==> src/rtl/modulus_encoder_six_digit_top_assert.svh <==
// Assertion macros for the modulus encoder.
`ifndef MODULUS_ENCODER_SIX_DIGIT_TOP_ASSERT_SVH
`define MODULUS_ENCODER_SIX_DIGIT_TOP_ASSERT_SVH

`ifndef SYNTHESIS

`define MES6_ASSERT_IMP(label, clock, rstn, lhs, rhs) \
  label: assert property (@(posedge clock) disable iff (!rstn) (lhs) |-> (rhs)) \
    else $error("modulus encoder assertion failed");

`define MES6_ASSERT_NXT(label, clock, rstn, lhs, rhs) \
  label: assert property (@(posedge clock) disable iff (!rstn) (lhs) |=> (rhs)) \
    else $error("modulus encoder assertion failed");

`else

`define MES6_ASSERT_IMP(label, clock, rstn, lhs, rhs)

`define MES6_ASSERT_NXT(label, clock, rstn, lhs, rhs)

`endif

`endif

==> src/rtl/mes6_pkg.sv <==
`timescale 1ns / 1ps

package mes6_pkg;

  localparam int NUM_MODULI             = 5;
  localparam int DIGIT_W                = 8;
  localparam int MOD_W                  = 9;
  localparam int COUNT_W                = 6;
  localparam int STEP_BITS              = 8;
  localparam int DIGIT5_W               = 32;
  localparam int DEFAULT_MAX_FRAME_BITS = 63;

  localparam int CFG_IDX_W  = 3;
  localparam int CFG_DATA_W = 9;

  localparam logic [CFG_IDX_W-1:0] CFG_BIT_COUNT = 3'd0;
  localparam logic [CFG_IDX_W-1:0] CFG_MODULUS_0 = 3'd1;

  localparam logic [MOD_W-1:0] MOD_MIN = 9'd1;
  localparam logic [MOD_W-1:0] MOD_MAX = 9'd256;

  typedef logic [NUM_MODULI-1:0][DIGIT_W-1:0] digits_t;

  typedef struct packed {
    logic [COUNT_W-1:0]                  bit_count;
    logic [NUM_MODULI-1:0][MOD_W-1:0]    moduli;
  } cfg_t;

  function automatic logic [MOD_W-1:0] clamp_modulus(input logic [MOD_W-1:0] m);
    logic [MOD_W-1:0] res;
    res = m;
    if (m == '0) begin
      res = MOD_MIN;
    end else if (m > MOD_MAX) begin
      res = MOD_MAX;
    end
    return res;
  endfunction

endpackage

==> src/rtl/mes6_cfg.sv <==
`timescale 1ns / 1ps

module mes6_cfg (
  input  logic                            clk,
  input  logic                            rst_n,
  input  logic                            cfg_valid,
  output logic                            cfg_ready,
  input  logic [mes6_pkg::CFG_IDX_W-1:0]  cfg_index,
  input  logic [mes6_pkg::CFG_DATA_W-1:0] cfg_data,
  output mes6_pkg::cfg_t                  cfg
);
  import mes6_pkg::*;

  cfg_t cfg_r;
  cfg_t cfg_nxt;

  assign cfg_ready = 1'b1;
  assign cfg       = cfg_r;

  always_comb begin
    cfg_nxt = cfg_r;
    if (cfg_valid) begin
      case (cfg_index)
        CFG_BIT_COUNT: begin
          cfg_nxt.bit_count = cfg_data[COUNT_W-1:0];
        end
        default: begin
          for (int k = 0; k < NUM_MODULI; k++) begin
            if (cfg_index == CFG_MODULUS_0 + CFG_IDX_W'(k)) begin
              cfg_nxt.moduli[k] = clamp_modulus(cfg_data[MOD_W-1:0]);
            end
          end
        end
      endcase
    end
  end

  always_ff @(posedge clk) begin
    if (!rst_n) begin
      cfg_r.bit_count <= '0;
      for (int k = 0; k < NUM_MODULI; k++) begin
        cfg_r.moduli[k] <= MOD_MIN;
      end
    end else begin
      cfg_r <= cfg_nxt;
    end
  end

endmodule

==> config.mk <==
export PLATFORM = sky130hd
export DESIGN_NAME = mes6_cfg
export DESIGN_NICKNAME = d
export VERILOG_FILES = /design/src/rtl/modulus_encoder_six_digit_top_assert.svh /design/src/rtl/mes6_pkg.sv /design/src/rtl/mes6_cfg.sv
export SDC_FILE = /design/constraint.sdc
export NUM_CORES = 1
export LEC_CHECK = 0
export BUFFER_PORTS_ARGS = -buffer_cell sky130_fd_sc_hd__buf_4
export CORE_MARGIN = 8
export CORE_UTILIZATION = 41
export CTS_CLUSTER_SIZE = 40
export DETAILED_ROUTE_END_ITERATION = 12
export PLACE_DENSITY_LB_ADDON = 0.05
export SLEW_MARGIN = 20
export SYNTH_ARGS = -nofsm -noshare
export SYNTH_HDL_FRONTEND = slang
export SYNTH_SLANG_ARGS = --single-unit
==> constraint.sdc <==
create_clock -name clk -period 1.4 [get_ports clk]
set_input_delay 0.14 -clock clk [delete_from_list [all_inputs] [get_ports clk]]
set_output_delay 0.14 -clock clk [all_outputs]
set_load 0.03 [all_outputs]
==> impl_summary.txt <==
----------------------------------------------------
[Outcome]
  Status ... complete, no violations

[Clock tree]
  Post-CTS resize count ... 0
  Worst-Skew Late Latency ... 300 ps
  Clock-pin slew on the worst setup and hold paths ... 90 ps
  Hold-fix buffer count after cts ... 0
  Number of levels the H-tree was split into ... 2
  CTS tree ... yes
  CTS Buf Count ... 5
  Buffers inserted by post-CTS timing repair ... 0
  Buffer type at the clock tree root ... clkbuf_8
  Clock Sink Count ... 51
  Bufs on Longest Clock Path ... 2

[Synth]
  Number of nets in the synthesized netlist ... between 200 and 250
  Syn Std Cell Area ... 1943 um^2
  Share of the synthesized area in the top cell type ... a little over half
  Flip-flop and latch count after synthesis ... just over 50
  Adder and majority cell fraction of the synthesized area ... 0%
  Synth unique cells ... 20
  Area contributors post-synth ... dfxtp_1 (53%), mux2i_1 (15%), nand2_1 (6.2%)
  Cell count after synthesis ... between 200 and 250
  Mux contribution to synthesized area ... about 15%
  Compound-gate portion of the synthesized area ... 5.860%
  Portion of the post-synthesis area used by sequential elements ... roughly 53%
  Post-Synthesis Mean Instance Area ... 9.433 um^2
  Combinational family with the most area after synthesis ... simple AND/OR/NAND/NOR gates
  Simple-Gate Fraction of Synth Area ... 20.86%
  Dominant cell type by area after synthesis ... dfxtp_1
  Syn. warnings ... 0
  Xor and xnor fraction of the mapped netlist area ... 0%

[Power and ir drop]
  Switching power ... 657.9 uW
  Internal power contribution ... 1.987 mW
  Post-layout power ... ~2.6 mW
  Power share of the clock group ... around a third
  Power per unit of standard cell area ... about 1000 nW/um^2
  Static Leakage ... about 1.1 nW
  Switching fraction of total power ... between 20% and 30%
  Combinational power share ... 10.6%
  Worst IR drop on VDD ... about 500 uV
  Sequential group share of total power ... 56.2%

[Floorplanning]
  Count of standard-cell rows ... 25
  Top-Level Pins ... 67
  Die area ... between 7000 and 8000 um^2
  Area of the core ... 4661 um^2
  Initial cell density of the core ... 41.69%
  Die W ... approximately 85 um
  Die boundary height ... between 80 and 90 um

[Place]
  IO Port Bufs ... 65
  Final RePlAce weighted congestion ... 0.6960
  Post-Place Cells ... approximately 320
  HPWL after DPL ... between 3000 and 4000 um

[Timing]
  Post-route minimum period ... 991.8 ps
  RSZ-0062 raised after global routing ... false
  Total of endpoints with negative setup slack in the final report ... 0
  Maximum clock skew at final layout ... 0 ps
  Count of endpoints failing hold in the final timing report ... 0
  Tcrit/Tclk final ... approximately 70%
  Setup total negative slack ... 0 ps
  Worst Tran Pin Value ... approximately 570 ps
  Maximum clock frequency ... roughly 1000 MHz
  Max-slew violation count ... 0
  Slew Limit Headroom ... between 60 and 70%

[Worst setup path]
  Sum of buffers and inverters on the critical path ... 1
  CP delay by family, top ... flip-flops
  Slowest cell on the critical path ... dfxtp_1
  CP arrival ... between 800 and 900 ps
  Maximum single-stage delay on the critical path ... roughly 370 ps
  Worst Setup Start Kind ... register
  Cell breakdown of the critical path ... buf_4
  Maximum fanout count along the critical path ... 2
  Startpoint-to-endpoint class of the critical path ... reg2out
  Endpoint class of the critical path ... output pin
  Worst endpoint required time ... between 1000 and 1500 ps

[Detailed routing]
  Total number of vias ... 1,575
  Post-detailed-route count of antenna-violating nets ... 0
  Vias/cell ... between 4 and 5
  Total iterations of the first detailed-routing run ... 4
  Count of unresolved DRC violations after routing ... 0
  DR iter-0 viols ... 84
  Total detailed-routing wirelength ... just under 5000 um
  Avg WL per Cell ... 15.20 um

[Finish]
  Final cell count without fillers ... about 330
  Layout cells sized above 1 ... a little under a third
  Number of antenna repair diodes ... 0
  Area of the multi-input gates ... roughly 840 um^2
  Area used by sequential logic in the layout ... 1021 um^2
  Signed area change from the synthesized netlist to the final layout ... 33.42%
  Max FFs per register ... between 50 and 60
  Fin nets ... approximately 290
  Count of filler cells inserted in the layout ... about 460

[Global route]
  Maximum number of pins on one net before global-route repair ... 52
  Antenna violations before repair ... 0
  Via count of the first global-routing pass ... 1,557
  Global-route usage over all layers ... between 10% and 20%
  Global-route wire length before repair ... ~8000 um
  Global route overflow ... 0

[Flow run]
  Max-cap violations ... 0

[Hold path]
  Worst hold path class ... in2reg

----------------------------------------------------
## metrics by stage
stage / hold WS (ps) / setup WS [ps] / utilization [%] / cell area (um^2)
after global placement: 396.7 / 156.8 / 53.50 / 2494
final: 86.59 / 408.2 / 55.62 / 2592
after detailed placement: 402.9 / 157.7 / 53.50 / 2494
after CTS: 82.41 / 395.1 / 55.62 / 2592
after global routing: 85.62 / 362.8 / 55.62 / 2592
after floorplan: 287.2 / 255.4 / - / 1943
## per-layer routing
metal / part of all wire (%) / GRT usage [%] / up-vias
met4: 0.38 / 4.369 / 0
li1: - / - / 812
met1: 45 / 17.52 / 710
met2: 46 / 20.62 / 51
met5: 0 / 0 / -
met3: 9.1 / 6.178 / 2
## worst paths after layout
path	start	endpoint	slack, ps	cells after the start
setup reg to reg	cfg[36]	cfg[36]	690	2
setup / recovery	cfg[36]	cfg[36]	410	1
hold / removal	cfg_data[0]	cfg[45]	90	3
hold reg to reg	cfg[38]	cfg[38]	460	2
## area by class of cell
cell class	instances	area share [%]
Clock buffer	6	3.185
Clock inverter	2	0.6274
Inverter	2	0.2896
Multi-Input combinational cell	137	32.48
Sequential cell	51	39.38
Tap cell	54	2.606
Timing Repair Buffer	74	21.43
## synth_stat cells (all sizes together)
master   n
dfxtp   51
nand2   32
mux2i   30
nor2    30
a21oi   21
buf     10
nor2b    7
clkbuf   6
nor3     5
nor4bb   3
and4b    2
nand4b   2
nor4     2
a221oi   1
clkinv   1
conb     1
inv      1
nor4b    1
## power groups by stage
stage	Clock (mW)	Combinational [mW]	Sequential, mW
6_report	0.879	0.280	1.49
3_3_place_gp	0	0.286	1.52
2_1_floorplan	0	0.126	1.56
3_5_place_dp	0	0.285	1.52
4_1_cts	0.918	0.285	1.49
5_1_grt	0.986	0.304	1.49
## worst reg2reg max path, cell delays in order (launching register included)
cell	delay (ps)
dfxtp_1	340
nor3_1	190
a21oi_1	60
## placed cells by master, fill, tap and decap left out
cell type / count
nor4bb_2: 3
nand2_1: 32
clkinv_1: 1
mux2i_1: 30
buf_4: 74
a221oi_1: 1
nor2_1: 30
and4b_1: 2
nor2b_1: 7
nor3_1: 5
clkinv_4: 1
dfxtp_1: 51
conb_1: 1
nor4b_4: 1
nor4_1: 2
clkbuf_8: 6
clkinvlp_4: 1
inv_1: 1
a21oi_1: 21
nand4b_1: 2
## cell families (layout without fill, tap and decap cells)
kind of cell,after synthesis,in the layout
buffers and inverters,18,84
and+or+nand+nor,84,84
AOI/OAI and AO/OA,22,22
other,1,1
DFF,51,51
muxes,30,30
Note: power is estimated with default switching activity, not from simulation.
