--- src/rtl/modulus_encoder_six_digit_top_assert.svh ---
// Assertion macros for the modulus encoder.
`ifndef MODULUS_ENCODER_SIX_DIGIT_TOP_ASSERT_SVH
`define MODULUS_ENCODER_SIX_DIGIT_TOP_ASSERT_SVH

`ifndef SYNTHESIS

`define MES6_ASSERT_IMP(label, clock, rstn, lhs, rhs) \
  label: assert property (@(posedge clock) disable iff (!rstn) (lhs) |-> (rhs)) \
    else $error("modulus encoder assertion failed");

`define MES6_ASSERT_NXT(label, clock, rstn, lhs, rhs) \
  label: assert property (@(posedge clock) disable iff (!rstn) (lhs) |=> (rhs)) \
    else $error("modulus encoder assertion failed");

`else

`define MES6_ASSERT_IMP(label, clock, rstn, lhs, rhs)

`define MES6_ASSERT_NXT(label, clock, rstn, lhs, rhs)

`endif

`endif

--- src/rtl/mes6_pkg.sv ---
`timescale 1ns / 1ps

package mes6_pkg;

  localparam int NUM_MODULI             = 5;
  localparam int DIGIT_W                = 8;
  localparam int MOD_W                  = 9;
  localparam int COUNT_W                = 6;
  localparam int STEP_BITS              = 8;
  localparam int DIGIT5_W               = 32;
  localparam int DEFAULT_MAX_FRAME_BITS = 63;

  localparam int CFG_IDX_W  = 3;
  localparam int CFG_DATA_W = 9;

  localparam logic [CFG_IDX_W-1:0] CFG_BIT_COUNT = 3'd0;
  localparam logic [CFG_IDX_W-1:0] CFG_MODULUS_0 = 3'd1;

  localparam logic [MOD_W-1:0] MOD_MIN = 9'd1;
  localparam logic [MOD_W-1:0] MOD_MAX = 9'd256;

  typedef logic [NUM_MODULI-1:0][DIGIT_W-1:0] digits_t;

  typedef struct packed {
    logic [COUNT_W-1:0]                  bit_count;
    logic [NUM_MODULI-1:0][MOD_W-1:0]    moduli;
  } cfg_t;

  function automatic logic [MOD_W-1:0] clamp_modulus(input logic [MOD_W-1:0] m);
    logic [MOD_W-1:0] res;
    res = m;
    if (m == '0) begin
      res = MOD_MIN;
    end else if (m > MOD_MAX) begin
      res = MOD_MAX;
    end
    return res;
  endfunction

endpackage

--- src/rtl/mes6_cell.sv ---
`timescale 1ns / 1ps

module mes6_cell #(
  parameter int DW        = 64,
  parameter int STEPS     = 8,
  parameter int DIGIT_IDX = 0,
  parameter bit LAST      = 1'b0
) (
  input  logic                         clk,
  input  logic                         rst_n,
  input  logic                         adv,
  input  logic                         in_valid,
  input  logic [DW-1:0]                in_work,
  input  logic [mes6_pkg::DIGIT_W-1:0] in_rem,
  input  mes6_pkg::digits_t            in_digits,
  input  logic [mes6_pkg::MOD_W-1:0]   modulus,
  output logic                         out_valid,
  output logic [DW-1:0]                out_work,
  output logic [mes6_pkg::DIGIT_W-1:0] out_rem,
  output mes6_pkg::digits_t            out_digits
);
  import mes6_pkg::*;

  logic                valid_r;
  logic [DW-1:0]       work_r;
  logic [DW-1:0]       work_nxt;
  logic [DIGIT_W-1:0]  rem_r;
  logic [DIGIT_W-1:0]  rem_nxt;
  digits_t             digits_r;
  digits_t             digits_nxt;
  logic [MOD_W-1:0]    trial;
  logic [DIGIT_W-1:0]  rem;

  // Restoring long division, one quotient bit per step, dividend MSB first.
  always_comb begin
    rem      = in_rem;
    work_nxt = in_work;
    trial    = '0;
    for (int s = 0; s < STEPS; s++) begin
      trial    = {rem, work_nxt[DW-1]};
      work_nxt = {work_nxt[DW-2:0], 1'b0};
      if (trial >= modulus) begin
        trial       = trial - modulus;
        work_nxt[0] = 1'b1;
      end
      rem = trial[DIGIT_W-1:0];
    end
    digits_nxt = in_digits;
    rem_nxt    = rem;
    if (LAST) begin
      digits_nxt[DIGIT_IDX] = rem;
      rem_nxt               = '0;
    end
  end

  always_ff @(posedge clk) begin
    if (!rst_n) begin
      valid_r <= 1'b0;
    end else if (adv) begin
      valid_r <= in_valid;
    end
  end

  always_ff @(posedge clk) begin
    if (adv) begin
      work_r   <= work_nxt;
      rem_r    <= rem_nxt;
      digits_r <= digits_nxt;
    end
  end

  assign out_valid  = valid_r;
  assign out_work   = work_r;
  assign out_rem    = rem_r;
  assign out_digits = digits_r;

endmodule
--- config.mk ---
export PLATFORM = sky130hd
export DESIGN_NAME = mes6_cell
export DESIGN_NICKNAME = d
export VERILOG_FILES = /design/src/rtl/modulus_encoder_six_digit_top_assert.svh /design/src/rtl/mes6_pkg.sv /design/src/rtl/mes6_cell.sv
export SDC_FILE = /design/constraint.sdc
export NUM_CORES = 1
export LEC_CHECK = 0
export BUFFER_PORTS_ARGS = -buffer_cell sky130_fd_sc_hd__buf_2
export CORE_MARGIN = 2
export CORE_UTILIZATION = 45
export CTS_CLUSTER_DIAMETER = 200
export DETAILED_ROUTE_END_ITERATION = 12
export PLACE_DENSITY = 0.79
export RECOVER_POWER = 100
export SYNTH_ARGS = -nofsm -noshare
export SYNTH_HDL_FRONTEND = slang
export SYNTH_SLANG_ARGS = --single-unit
--- constraint.sdc ---
create_clock -name clk -period 17.1 [get_ports clk]
set_clock_uncertainty 0.1 [all_clocks]
set_input_delay 0.855 -clock clk [delete_from_list [all_inputs] [get_ports clk]]
set_output_delay 0.855 -clock clk [all_outputs]
set_load 0.1 [all_outputs]
==> impl_metrics.csv <==
group,metric,value,unit
outcome,status,"finished with violations",
outcome,failing_checks,"capacitance limit, slew limit",
clock_network,cts.sinks,113,
clock_network,cts.clk_slew.worst_paths,60,ps
detailed_routing,remaining_drc_errors,0,
synthesis,synth.distinct_cells,69,
global_route,grt_overflow_total,0,
setup_path,crit_path_start_kind,"input port",
synthesis,synth.area.top_cells,"sky130_fd_sc_hd__edfxtp_1, sky130_fd_sc_hd__ha_1, sky130_fd_sc_hd__xnor2_1, sky130_fd_sc_hd__mux2_2, sky130_fd_sc_hd__a21oi_1",
clock_network,ctsHtreeMaxLevel,4,
detailed_routing,via_per_inst,5.30,
final_layout,fill_cells,1362,
timing,layout_worst_path_cycle_share,0.914,
die,die-width,130,um
global_route,via_count_of_the_first_global_routing_pass,5361,
setup_path,critical_path.top_delay_family,"compound AO/OA/AOI/OAI gates",
setup_path,worst_path_max_delay_cell,"sky130_fd_sc_hd__a211o_1",
setup_path,path_buf_inv,8,
synthesis,synth.top_cell.area_share,0.473,
synthesis,synthArstFlopShare,0,
setup_path,crit_path_frequent_cell,"sky130_fd_sc_hd__ha_1",
synthesis,yosys.cell_count.top_type,"sky130_fd_sc_hd__edfxtp_1",
die,floorplan.initialDensity,0.464,
setup_path,delay_of_the_slowest_critical_path_stage,490,ps
global_route,wire_length_of_the_first_global_routing_pass,28100,um
placement,dp_wirelength,15100,um
synthesis,syn-mean-instance-area,11.5,sq um
detailed_routing,drt-initial-drc-count,363,
final_layout,final_layout_size_suffix_gt1_frac,0.227,
detailed_routing,wl_per_cell,18.0,um
clock_network,cts_buffers,17,
final_layout,area_growth_syn_to_layout,26.3,%
setup_path,worstPathMaxFanout,17,
synthesis,syn-cell-area,7110,sq um
setup_path,cp_data_arrival_time,15740,ps
synthesis,yosysWarningCount,0,
global_route,grt_max_degree,75,
die,die_h,130,um
die,fp-row-count,45,
clock_network,clock_tree.buffer_depth,2,
synthesis,syn-instance-count,617,
detailed_routing,drt_wl_total,19600,um
timing,setup_viol,0,
timing,setup_tns,0,ps
flow_run,max-cap-violations,2,
synthesis,synth_top_area_cell,"sky130_fd_sc_hd__edfxtp_1",
timing,layout_min_cycle_time,15620,ps
timing,worst_hold_slack,419,ps
worst_hold_path,hold_path.startpoint,"out_valid$_SDFFE_PN0P_",
synthesis,synth-edff-count,112,
die,core-area,15300,sq um
timing,rsz0062_at_grt,"no",
die,die_area,16800,sq um
placement,post_dp_cell_area,8520,sq um
timing,worst-slew-pin-transition,3790,ps
final_layout,stdcell_area,8980,sq um
setup_path,endpoint_kind,"flip-flop",
global_route,grtUsageTotal,0.221,
synthesis,synth_fp_nets,822,
setup_path,required,17220,ps
setup_path,worst-setup-path-type,"input port to flip-flop",
synthesis,ys_seq_elements,113,
timing,hold_violation_count_in_the_final_report,0,
placement,number_of_buffers_inserted_by_port_buffering,237,
timing,clock.fmax,64.0,MHz
synthesis,synth_top_cells_by_count,"sky130_fd_sc_hd__edfxtp_1, sky130_fd_sc_hd__ha_1, sky130_fd_sc_hd__inv_1, sky130_fd_sc_hd__nand2_1, sky130_fd_sc_hd__a21oi_1",
timing,timing_max_transition_violations_final,116,
final_layout,multi_input_area,3490,sq um
worst_hold_path,hold_class,"flip-flop to flip-flop",
setup_path,crit_path_start,"modulus[1]",
global_route,number_of_antenna_violations_at_the_first_check_in_global_routing,1,
clock_network,clockRootBuffer,"sky130_fd_sc_hd__clkbuf_16",
detailed_routing,drt.antenna.violating_nets,0,
setup_path,setup.reg_to_reg.worst_slack,16390,ps
setup_path,reg_to_reg_start,"out_valid$_SDFFE_PN0P_",
detailed_routing,dr.pass1.iters,5,
detailed_routing,via_count,5774,
timing,relSlewSlack,-1.53,
clock_network,worst_skew_pair.late_latency,400,ps
clock_network,tritoncts_clock_tree,"yes",
synthesis,synthFlopType,"sky130_fd_sc_hd__edfxtp_1",
final_layout,ff_latch_area,3380,sq um
placement,gp_congestion,0.945,
die,io_pins,238,
final_layout,final_net_count,1069,
clock_network,cts.hold.buffers_added,0,
synthesis,synth-seq-area-share,0.476,
==> worst reg2reg max path: stages (launching register included) <==
cell	delay (ps)
sky130_fd_sc_hd__dfxtp_1	330
sky130_fd_sc_hd__mux2i_1	60
sky130_fd_sc_hd__nor2b_1	160
==> placed cells by master (no fill, tap or decap), types with 3 or more instances in the layout <==
master | Yosys | final
sky130_fd_sc_hd__a21boi_0 | 4 | 4
sky130_fd_sc_hd__inv_6 | 0 | 5
sky130_fd_sc_hd__clkbuf_1 | 2 | 118
sky130_fd_sc_hd__nand2_1 | 43 | 43
sky130_fd_sc_hd__buf_2 | 5 | 120
sky130_fd_sc_hd__o21ai_0 | 34 | 34
sky130_fd_sc_hd__inv_2 | 3 | 3
sky130_fd_sc_hd__or3_1 | 5 | 5
sky130_fd_sc_hd__a211oi_1 | 4 | 4
sky130_fd_sc_hd__o21bai_1 | 3 | 3
sky130_fd_sc_hd__inv_1 | 43 | 43
sky130_fd_sc_hd__clkbuf_16 | 0 | 17
sky130_fd_sc_hd__mux2_2 | 18 | 17
sky130_fd_sc_hd__ha_1 | 72 | 72
sky130_fd_sc_hd__o21a_1 | 13 | 13
sky130_fd_sc_hd__nor2b_1 | 16 | 16
sky130_fd_sc_hd__nand4_1 | 6 | 6
sky130_fd_sc_hd__a21oi_2 | 3 | 4
sky130_fd_sc_hd__fa_1 | 8 | 8
sky130_fd_sc_hd__nand3_1 | 6 | 6
sky130_fd_sc_hd__nor2_1 | 32 | 32
sky130_fd_sc_hd__xnor2_1 | 27 | 27
sky130_fd_sc_hd__o31ai_1 | 6 | 6
sky130_fd_sc_hd__and3_1 | 9 | 9
sky130_fd_sc_hd__nor3b_1 | 3 | 3
sky130_fd_sc_hd__a21o_1 | 12 | 12
sky130_fd_sc_hd__a31oi_1 | 3 | 3
sky130_fd_sc_hd__or2_2 | 6 | 6
sky130_fd_sc_hd__edfxtp_1 | 112 | 112
sky130_fd_sc_hd__xor2_1 | 13 | 13
sky130_fd_sc_hd__nor3_1 | 3 | 3
sky130_fd_sc_hd__o21ai_1 | 3 | 3
sky130_fd_sc_hd__a21oi_1 | 40 | 39
sky130_fd_sc_hd__inv_8 | 0 | 5
sky130_fd_sc_hd__o31ai_2 | 3 | 3
sky130_fd_sc_hd__mux2i_1 | 8 | 8
sky130_fd_sc_hd__nand2b_1 | 6 | 6
==> cell type report <==
class,instances,share of cell area
Sequential cell,113,0.377
Inverter,47,0.0199
Multi-Input combinational cell,446,0.389
Tap cell,211,0.0294
Clock buffer,17,0.0473
Antenna cell,1,0.000279
Timing Repair Buffer,239,0.117
Clock inverter,15,0.0206
==> layer usage <==
metal,up-vias,part of all wire,global-route usage
li1,2800,-,-
met1,2761,0.40,0.260
met2,193,0.51,0.406
met3,20,0.068,0.0500
met4,0,0.017,0.0620
met5,-,0,0
==> flip-flops by register name (all words and copies together) (netlist names) <==
| name | count |
|---|---|
| out_work | 64 |
| out_valid | 1 |
| out_rem | 8 |
| out_digits | 40 |
==> cells by family after synthesis <==
family	synth area share
XOR/XNOR	0.0493
AND/OR/NAND/NOR	0.0996
multiplexers	0.0398
buffers and inverters	0.0340
flip-flops	0.476
adder cells (fa/ha/maj)	0.149
AO/OA/AOI/OAI	0.153
==> worst paths after layout <==
kind | endpoint | depth (start not counted)
worst max-delay path | out_rem[7]$_DFFE_PP_ | 60
worst min-delay path | out_valid$_SDFFE_PN0P_ | 2
worst max register to register | out_valid$_SDFFE_PN0P_ | 2
worst min register to register | out_valid$_SDFFE_PN0P_ | 2
==> metrics by stage <==
stage               worst slack (ps)  instances   util
floorplan                       3100        617      -
global placement                1180       1056  0.556
detailed placement               734       1056  0.556
CTS                             1150       1088  0.596
global route                    46.9       1088  0.587
finish                          1480       1089  0.587
==> what timing repair did <==
item	CTS	global route
setup buffers	0	0
gates resized for setup	0	2
setup endpoints to repair	0	9
Power is not shown: default switching activity piles up to over one toggle a cycle in this logic, so the estimate is an artifact.
